==> src/q4bdp_pkg.sv <==
// Package for the 4-bit block-quantized dot product: shared types,
// widths and the half-precision to Q8.24 scale conversion.
// Has no dependencies; every module of the block imports it.
package q4bdp_pkg;

  localparam int LANES      = 2;
  localparam int NIB_W      = 4;
  localparam int ACT_W      = 16;
  localparam int HALF_W     = 16;
  localparam int PROD_W     = 20;
  localparam int PART_W     = 21;
  localparam int SCALE_W    = 32;
  localparam int TERM_W     = PART_W + SCALE_W;
  localparam int ACC_W      = 64;
  localparam int KLEN_W     = 13;
  localparam int IN_DATA_W  = 56;
  localparam int OUT_DATA_W = 64;

  localparam logic [NIB_W-1:0]  WEIGHT_OFFSET = 4'd8;
  localparam logic [4:0]        EXP_SPECIAL   = 5'd31;
  localparam logic [4:0]        EXP_SUBNORMAL = 5'd0;
  localparam logic [40:0]       SCALE_LIMIT   = 41'h0_7FFF_FFFF;

  // Pipeline control that rides along with each item.
  typedef struct packed {
    logic valid;
    logic last;
    logic flag;
  } ctrl_t;

  typedef struct packed {
    logic signed [SCALE_W-1:0] scale;
    logic                      flag;
  } scale_t;

  // Exact conversion of a half value to signed Q8.24, saturating at
  // +/-(2^31-1). NaN gives zero; NaN and saturation raise the flag.
  function automatic scale_t half_to_q824(input logic [HALF_W-1:0] h);
    logic [4:0]         e;
    logic [9:0]         m;
    logic [40:0]        full;
    logic [SCALE_W-1:0] mag;
    scale_t             r;
    e    = h[14:10];
    m    = h[9:0];
    full = 41'({1'b1, m}) << (e - 5'd1);
    r.flag = 1'b0;
    if (e == EXP_SPECIAL) begin
      r.flag = 1'b1;
      mag    = (m != 10'd0) ? '0 : SCALE_LIMIT[SCALE_W-1:0];
    end else if (e == EXP_SUBNORMAL) begin
      mag = SCALE_W'(m);
    end else if (full > SCALE_LIMIT) begin
      r.flag = 1'b1;
      mag    = SCALE_LIMIT[SCALE_W-1:0];
    end else begin
      mag = full[SCALE_W-1:0];
    end
    r.scale = h[15] ? -$signed(mag) : $signed(mag);
    return r;
  endfunction

endpackage

==> src/q4_block_dot_product.sv <==
// Top level of the 4-bit block-quantized dot product; uses q4bdp_pkg,
// q4bdp_lane, q4bdp_merge and q4bdp_accum.
// The result is valid once the last item has passed the lane, merge and result registers.
// Throughput: one item per cycle unless a result waits on a stalled output, set by the accumulator add.
// Reset (rst, synchronous): empties the pipeline, clears sum, count and flag,
// and sets k_length to 4096.
module q4_block_dot_product #(
  parameter int MAX_LENGTH = 4096
) (
  input  logic                                 clk,
  input  logic                                 rst,
  // Configuration: k_length write channel.
  input  logic                                 cfg_valid,
  output logic                                 cfg_ready,
  input  logic [q4bdp_pkg::KLEN_W-1:0]         cfg_data,
  // Input stream. tdata from bit 0: packed_weights[7:0], act_lo[23:8],
  // act_hi[39:24], block_scale[55:40].
  input  logic                                 s_axis_tvalid,
  output logic                                 s_axis_tready,
  input  logic [q4bdp_pkg::IN_DATA_W-1:0]      s_axis_tdata,
  // Result stream. tdata: dot_value[63:0]. tuser: overflowed[0].
  output logic                                 m_axis_tvalid,
  input  logic                                 m_axis_tready,
  output logic [q4bdp_pkg::OUT_DATA_W-1:0]     m_axis_tdata,
  output logic                                 m_axis_tuser
);
  import q4bdp_pkg::*;

  // Common width for lengths so both the 13-bit register and the
  // parameter limit compare without loss.
  localparam int LEN_W = $clog2(MAX_LENGTH + 1);
  localparam int CMP_W = (LEN_W > KLEN_W) ? LEN_W : KLEN_W;
  localparam logic [CMP_W-1:0] MAX_LEN = CMP_W'(MAX_LENGTH);

  logic [KLEN_W-1:0] k_length;

  // The item counter, length clamp and lane masks sit ahead of the lanes.
  logic [CMP_W-1:0] item_count;
  logic [CMP_W-1:0] item_count_next;
  logic [CMP_W-1:0] len;
  logic [CMP_W:0]   total;
  logic [CMP_W:0]   idx_lo;
  logic [CMP_W:0]   idx_hi;
  logic [CMP_W:0]   count_inc;
  logic             lane_valid [LANES];
  logic             any_valid;
  logic             is_last;
  logic             accept;
  logic             ce;

  logic [7:0]        packed_weights;
  logic [ACT_W-1:0]  act_lo;
  logic [ACT_W-1:0]  act_hi;
  logic [HALF_W-1:0] block_scale;
  logic [ACT_W-1:0]  lane_act [LANES];
  logic [NIB_W-1:0]  lane_nib [LANES];

  scale_t                    conv;
  logic signed [SCALE_W-1:0] s1_scale;
  ctrl_t                     s1_ctrl;
  logic signed [PROD_W-1:0]  s1_prod [LANES];
  logic signed [TERM_W-1:0]  s2_term;
  ctrl_t                     s2_ctrl;
  logic                      res_valid;
  logic [ACC_W-1:0]          dot_value;
  logic                      overflowed;

  assign packed_weights = s_axis_tdata[7:0];
  assign act_lo         = s_axis_tdata[23:8];
  assign act_hi         = s_axis_tdata[39:24];
  assign block_scale    = s_axis_tdata[55:40];

  // The whole pipeline moves together and only holds while a finished
  // result waits on a stalled output; s_axis_tready follows m_axis_tready
  // combinationally then, and items keep entering while the sink is ready.
  assign ce            = !m_axis_tvalid || m_axis_tready;
  assign s_axis_tready = ce;
  assign accept        = s_axis_tvalid && s_axis_tready;
  assign cfg_ready     = 1'b1;

  always_ff @(posedge clk) begin
    if (rst) begin
      k_length <= KLEN_W'(4096);
    end else if (cfg_valid && cfg_ready) begin
      k_length <= cfg_data;
    end
  end

  // A length above the limit is clamped; a zero length still runs one
  // block of sixteen items with every element ignored.
  always_comb begin
    len = (CMP_W'(k_length) > MAX_LEN) ? MAX_LEN : CMP_W'(k_length);
    if (len == '0) begin
      total = (CMP_W + 1)'(16);
    end else begin
      total = ((CMP_W + 1)'(len) + (CMP_W + 1)'(31)) >> 5 << 4;
    end
    idx_lo    = {item_count, 1'b0};
    idx_hi    = {item_count, 1'b1};
    count_inc = (CMP_W + 1)'(item_count) + 1'b1;
    lane_valid[0] = idx_lo < (CMP_W + 1)'(len);
    lane_valid[1] = idx_hi < (CMP_W + 1)'(len);
    any_valid = lane_valid[0] || lane_valid[1];
    is_last   = count_inc >= total;
    item_count_next = is_last ? '0 : count_inc[CMP_W-1:0];
  end

  always_ff @(posedge clk) begin
    if (rst) begin
      item_count <= '0;
    end else if (accept) begin
      item_count <= item_count_next;
    end
  end

  // Scale conversion is registered beside the lane products. Flags from
  // an item with no valid element are dropped.
  assign conv = half_to_q824(block_scale);

  always_ff @(posedge clk) begin
    if (ce) begin
      s1_scale <= conv.scale;
    end
  end

  always_ff @(posedge clk) begin
    if (rst) begin
      s1_ctrl <= '0;
    end else if (ce) begin
      s1_ctrl.valid <= accept;
      s1_ctrl.last  <= is_last;
      s1_ctrl.flag  <= conv.flag & any_valid;
    end
  end

  assign lane_nib[0] = packed_weights[3:0];
  assign lane_nib[1] = packed_weights[7:4];
  assign lane_act[0] = act_lo;
  assign lane_act[1] = act_hi;

  for (genvar g = 0; g < LANES; g++) begin : g_lane
    q4bdp_lane u_lane (
      .clk        (clk),
      .ce         (ce),
      .lane_valid (lane_valid[g]),
      .nibble     (lane_nib[g]),
      .act        ($signed(lane_act[g])),
      .prod       (s1_prod[g])
    );
  end

  q4bdp_merge u_merge (
    .clk       (clk),
    .rst       (rst),
    .ce        (ce),
    .lane_prod (s1_prod),
    .scale     (s1_scale),
    .ctrl_in   (s1_ctrl),
    .term      (s2_term),
    .ctrl_out  (s2_ctrl)
  );

  q4bdp_accum u_accum (
    .clk        (clk),
    .rst        (rst),
    .ce         (ce),
    .term       (s2_term),
    .ctrl_in    (s2_ctrl),
    .res_valid  (res_valid),
    .dot_value  (dot_value),
    .overflowed (overflowed)
  );

  assign m_axis_tvalid = res_valid;
  assign m_axis_tdata  = dot_value;
  assign m_axis_tuser  = overflowed;

endmodule

==> src/q4bdp_lane.sv <==
// One multiply lane: a 4-bit weight (offset by eight) times a Q4.12
// activation, registered. Depends on q4bdp_pkg.
module q4bdp_lane (
  input  logic                                clk,
  input  logic                                ce,
  input  logic                                lane_valid,
  input  logic [q4bdp_pkg::NIB_W-1:0]         nibble,
  input  logic signed [q4bdp_pkg::ACT_W-1:0]  act,
  output logic signed [q4bdp_pkg::PROD_W-1:0] prod
);
  import q4bdp_pkg::*;

  logic signed [NIB_W:0]  weight;
  logic signed [PROD_W:0] full_prod;

  assign weight    = $signed({1'b0, nibble}) - $signed({1'b0, WEIGHT_OFFSET});
  assign full_prod = weight * act;

  // Elements past the length contribute zero.
  always_ff @(posedge clk) begin
    if (ce) begin
      prod <= lane_valid ? full_prod[PROD_W-1:0] : '0;
    end
  end

endmodule

==> src/q4bdp_merge.sv <==
// Merge stage: sums the lane products and scales the sum by the block
// scale, registered. Depends on q4bdp_pkg.
module q4bdp_merge (
  input  logic                                        clk,
  input  logic                                        rst,
  input  logic                                        ce,
  input  logic signed [q4bdp_pkg::PROD_W-1:0]         lane_prod [q4bdp_pkg::LANES],
  input  logic signed [q4bdp_pkg::SCALE_W-1:0]        scale,
  input  q4bdp_pkg::ctrl_t                            ctrl_in,
  output logic signed [q4bdp_pkg::TERM_W-1:0]         term,
  output q4bdp_pkg::ctrl_t                            ctrl_out
);
  import q4bdp_pkg::*;

  logic signed [PART_W-1:0] part;

  always_comb begin
    part = '0;
    for (int i = 0; i < LANES; i++) begin
      part = part + PART_W'(lane_prod[i]);
    end
  end

  always_ff @(posedge clk) begin
    if (ce) begin
      term <= part * scale;
    end
  end

  always_ff @(posedge clk) begin
    if (rst) begin
      ctrl_out <= '0;
    end else if (ce) begin
      ctrl_out <= ctrl_in;
    end
  end

endmodule

==> src/q4bdp_accum.sv <==
// Saturating 64-bit accumulator with the result register.
// Depends on q4bdp_pkg.
module q4bdp_accum (
  input  logic                                 clk,
  input  logic                                 rst,
  input  logic                                 ce,
  input  logic signed [q4bdp_pkg::TERM_W-1:0]  term,
  input  q4bdp_pkg::ctrl_t                     ctrl_in,
  output logic                                 res_valid,
  output logic [q4bdp_pkg::ACC_W-1:0]          dot_value,
  output logic                                 overflowed
);
  import q4bdp_pkg::*;

  logic signed [ACC_W-1:0] acc;
  logic signed [ACC_W-1:0] acc_next;
  logic                    sat;
  logic                    sat_next;
  logic signed [ACC_W:0]   sum;

  assign sum = {acc[ACC_W-1], acc} + (ACC_W + 1)'(term);

  always_comb begin
    acc_next = acc;
    sat_next = sat;
    if (ctrl_in.valid) begin
      sat_next = sat | ctrl_in.flag;
      if (sum[ACC_W] != sum[ACC_W-1]) begin
        acc_next = sum[ACC_W] ? {1'b1, {(ACC_W-1){1'b0}}} : {1'b0, {(ACC_W-1){1'b1}}};
        sat_next = 1'b1;
      end else begin
        acc_next = sum[ACC_W-1:0];
      end
    end
  end

  always_ff @(posedge clk) begin
    if (rst) begin
      acc       <= '0;
      sat       <= 1'b0;
      res_valid <= 1'b0;
    end else if (ce) begin
      res_valid <= ctrl_in.valid & ctrl_in.last;
      if (ctrl_in.valid && ctrl_in.last) begin
        acc <= '0;
        sat <= 1'b0;
      end else begin
        acc <= acc_next;
        sat <= sat_next;
      end
    end
  end

  always_ff @(posedge clk) begin
    if (ce && ctrl_in.valid && ctrl_in.last) begin
      dot_value  <= acc_next;
      overflowed <= sat_next;
    end
  end

endmodule
==> config.mk <==
export PLATFORM = sky130hd
export DESIGN_NAME = q4_block_dot_product
export DESIGN_NICKNAME = d
export VERILOG_FILES = /design/src/q4bdp_pkg.sv /design/src/q4_block_dot_product.sv /design/src/q4bdp_lane.sv /design/src/q4bdp_merge.sv /design/src/q4bdp_accum.sv
export SDC_FILE = /design/constraint.sdc
export NUM_CORES = 2
export LEC_CHECK = 0
export ABC_AREA = 1
export BUFFER_PORTS_ARGS = -buffer_cell sky130_fd_sc_hd__buf_2
export CORE_MARGIN = 2
export CORE_UTILIZATION = 45
export CTS_CLUSTER_DIAMETER = 80
export DETAILED_ROUTE_END_ITERATION = 8
export HOLD_SLACK_MARGIN = 0.05
export PLACE_DENSITY = 0.6
export RECOVER_POWER = 25
export SLEW_MARGIN = 20
export SYNTH_ARGS = -nofsm -noshare
export SYNTH_HDL_FRONTEND = slang
export SYNTH_SLANG_ARGS = --single-unit
==> constraint.sdc <==
create_clock -name clk -period 19.4 [get_ports clk]
set_input_delay 1.94 -clock clk [delete_from_list [all_inputs] [get_ports clk]]
set_output_delay 1.94 -clock clk [all_outputs]
set_load 0.1 [all_outputs]
==> qor.yml <==
die_w_um: 333
rr_worst_depth: 43
cts_sinks: 288
slew_headroom: -0.999
synth_area_leaders: "fa_1 32%, edfxtp_1 12%, nand2_1 11%"
ys_seq_area_frac: 0.158
ys_ff_latch: 288
grt_setup_unrepaired: "false"
top_layer_used: "met4"
whs_endpoint: "s1_ctrl[2]$_SDFFE_PP0N_"
numCtsBuffers: 38
fmax_mhz: 104
wl_met3_mm: 7.73
hp-start: "s1_ctrl[2]$_SDFFE_PP0N_"
grt_overflow: 0
reg2reg_slack_ns: 9.79
worstPathArrival_ns: 9.93
cts.clk_slew.worst_paths_ns: 0.06
ant_nets: 0
cts_tree: "done"
placementRows: 120
via_per_inst: 5.20
crit_top_cell: "inv_1"
yosysWarnings: 0
drive_gt1_frac: 0.0661
coreArea_um2: 107000
start_kind: "flip-flop"
clock_latency_ns: 0.59
r2r-end: "u_merge.term[51]$_DFFE_PN_"
crit_required_ns: 19.72
nNetsFinal: 7451
postSynthCellCount: 6289
hpwl_mm: 114
synthFlopType: "edfxtp_1"
r2r-start: "g_lane[0].u_lane.prod[2]$_SDFFCE_PP0N_"
critPathMaxFanout: 28
outcome: "finished, violations left"
drt-wirelength-per-cell_um: 18.0
initial_utilization: 0.454
grt_pass1_vias: 41100
violations: "capacitance limit, slew limit"
grt_max_degree: 106
setup.worst_path.class: "reg2reg"
htreeDepth: 2
drv_cap: 5
root_buffer: "clkbuf_16"
synth_top_cell_by_area: "fa_1"
grt_pass1_wl_mm: 225
endpoint_kind: "flip-flop"
clockBufferDepth: 3
max_stage_delay_ns: 0.63
setup_viol: 0
tightestPinTransition_ns: 3.00
avgSynthCellArea_um2: 7.74
skew_ns: 0.0332
pin_count: 142
wl_met1_mm: 59.6
synth-async-reset-ratio: 0
wl_met2_mm: 68.0
antenna_found_initial: 0
postCtsHoldBufs: 0
syn_area_um2: 48700
ys_types: 59
portBuffers: 140
cts_setup_buffers: 0
period_minus_slack_ns: 9.61
hold_violations: 0
hold_depth: 2
slew_viol_final: 205
dr.pass1.iters: 6
dieArea_um2: 111000
drt_iter0_markers: 2779
n_antenna_cell: 0
cts.repair.resized: 0
holdCritPathClass: "reg2reg"
period_share: 0.495
routed_wl_mm: 139
area_delta_synth_final_pct: 6.64
synth-edff-count: 190
vias: 40200
place_congestion: 0.954
synth_top_area_share: 0.315
fin_setup_tns_ns: 0
grt_usage: 0.255
cpMaxStageDelayCell: "inv_2"
drcViolationCount: 0
dieHeight_um: 333
[Yosys cell counts (7+ instances only)]
cell type  number
edfxtp_1      190
or2_2         103
ha_1          314
a31oi_1        34
inv_2           9
o21ai_1        12
nand2_2        16
nand2_1      1418
xor2_1         91
o21ai_0       162
nand3_1       313
and2_1         14
o21bai_1       13
nor2_1        486
a21boi_0       52
nor2_2         10
xnor2_1        66
nand3b_1        9
nor4_1         13
inv_1        1362
nand4_1        31
nor3_1         32
buf_1          10
a211oi_1        7
clkbuf_1      187
o21a_1         21
fa_1          766
a21oi_1       327
a21o_1         29
buf_2          20
dfxtp_1        98
o211ai_1       16
[state kept, by name, indices dropped and copies added (netlist names), 3 cells and up]
| register | count |
|---|---|
| u_accum.acc | 64 |
| u_accum.dot_value | 64 |
| u_merge.term | 53 |
| g_lane.u_lane.prod | 40 |
| s1_scale | 32 |
| item_count | 13 |
| k_length | 13 |
| s1_ctrl | 3 |
| u_merge.ctrl_out | 3 |
[layout make-up]
cell class,count,area [µm²]
multi-input cells,4401,35000
inverters,1376,5170
fillers,10700,55300
well taps,1403,1760
clock buffers,43,1000
repair buffers,192,1090
clock inverters,26,253
flip-flops and latches,288,7670
[kinds of logic after synthesis]
logic type	count (synthesis)	share of synthesized area
buf+inv	1601	0.125
fa+ha+maj	1080	0.396
flops	288	0.158
xor+xnor	157	0.0282
other cells	1	0.0000770
simple gates	2464	0.212
compound gates	698	0.0817
[through the flow]
stage	area (µm²)	hold WS [ns]	setup WS, ns	utilization	instances
floorplan	48700	0.442	11.37	-	6290
global placement	50700	0.457	10.01	0.473	7658
detailed placement	50700	0.465	9.87	0.473	7658
CTS	51900	0.474	9.84	0.484	7727
global route	51900	0.506	9.26	0.484	7729
finish	51900	0.467	9.79	0.484	7729
[critical path: cells and delay by family, from the launching register on]
family                     cells  cell delay [ns]
DFF                            1             0.37
and+or+nand+nor               16             2.30
adders and majority gates      9             4.19
buffers and inverters         11             1.24
AOI/OAI and AO/OA              6             1.15
xor gates and xnor gates       1             0.06
[worst max-delay path by stage]
stage                                      end  cells past startpoint  slack [ns]                              startpoint
CTS                 u_merge.term[51]$_DFFE_PN_                     43        9.84  g_lane[0].u_lane.prod[2]$_SDFFCE_PP0N_
detailed placement  u_merge.term[51]$_DFFE_PN_                     43        9.87  g_lane[0].u_lane.prod[2]$_SDFFCE_PP0N_
finish              u_merge.term[51]$_DFFE_PN_                     43        9.79  g_lane[0].u_lane.prod[2]$_SDFFCE_PP0N_
global placement    u_merge.term[51]$_DFFE_PN_                     43       10.01  g_lane[0].u_lane.prod[2]$_SDFFCE_PP0N_
floorplan           u_merge.term[47]$_DFFE_PN_                     42       11.37  g_lane[0].u_lane.prod[0]$_SDFFCE_PP0N_
global route        u_merge.term[51]$_DFFE_PN_                     43        9.26  g_lane[0].u_lane.prod[2]$_SDFFCE_PP0N_
[per-layer routing]
metal,global-route usage,vias to the layer above
li1,-,19200
met1,0.333,19600
met2,0.445,1147
met3,0.0301,221
met4,0.0726,0
met5,0,-
[placed cells by master (no fill, tap or decap), types with 91 or more instances in the layout]
cell type and n:
nand2_1 1418, inv_1 1357, fa_1 766, nor2_1 484
a21oi_1 327, nand3_1 313, ha_1 313, edfxtp_1 190
o21ai_0 162, buf_2 139, or2_2 103, dfxtp_1 98
xor2_1 91
Power is not shown: default switching activity piles up to over one toggle a cycle in this logic, so the estimate is an artifact.
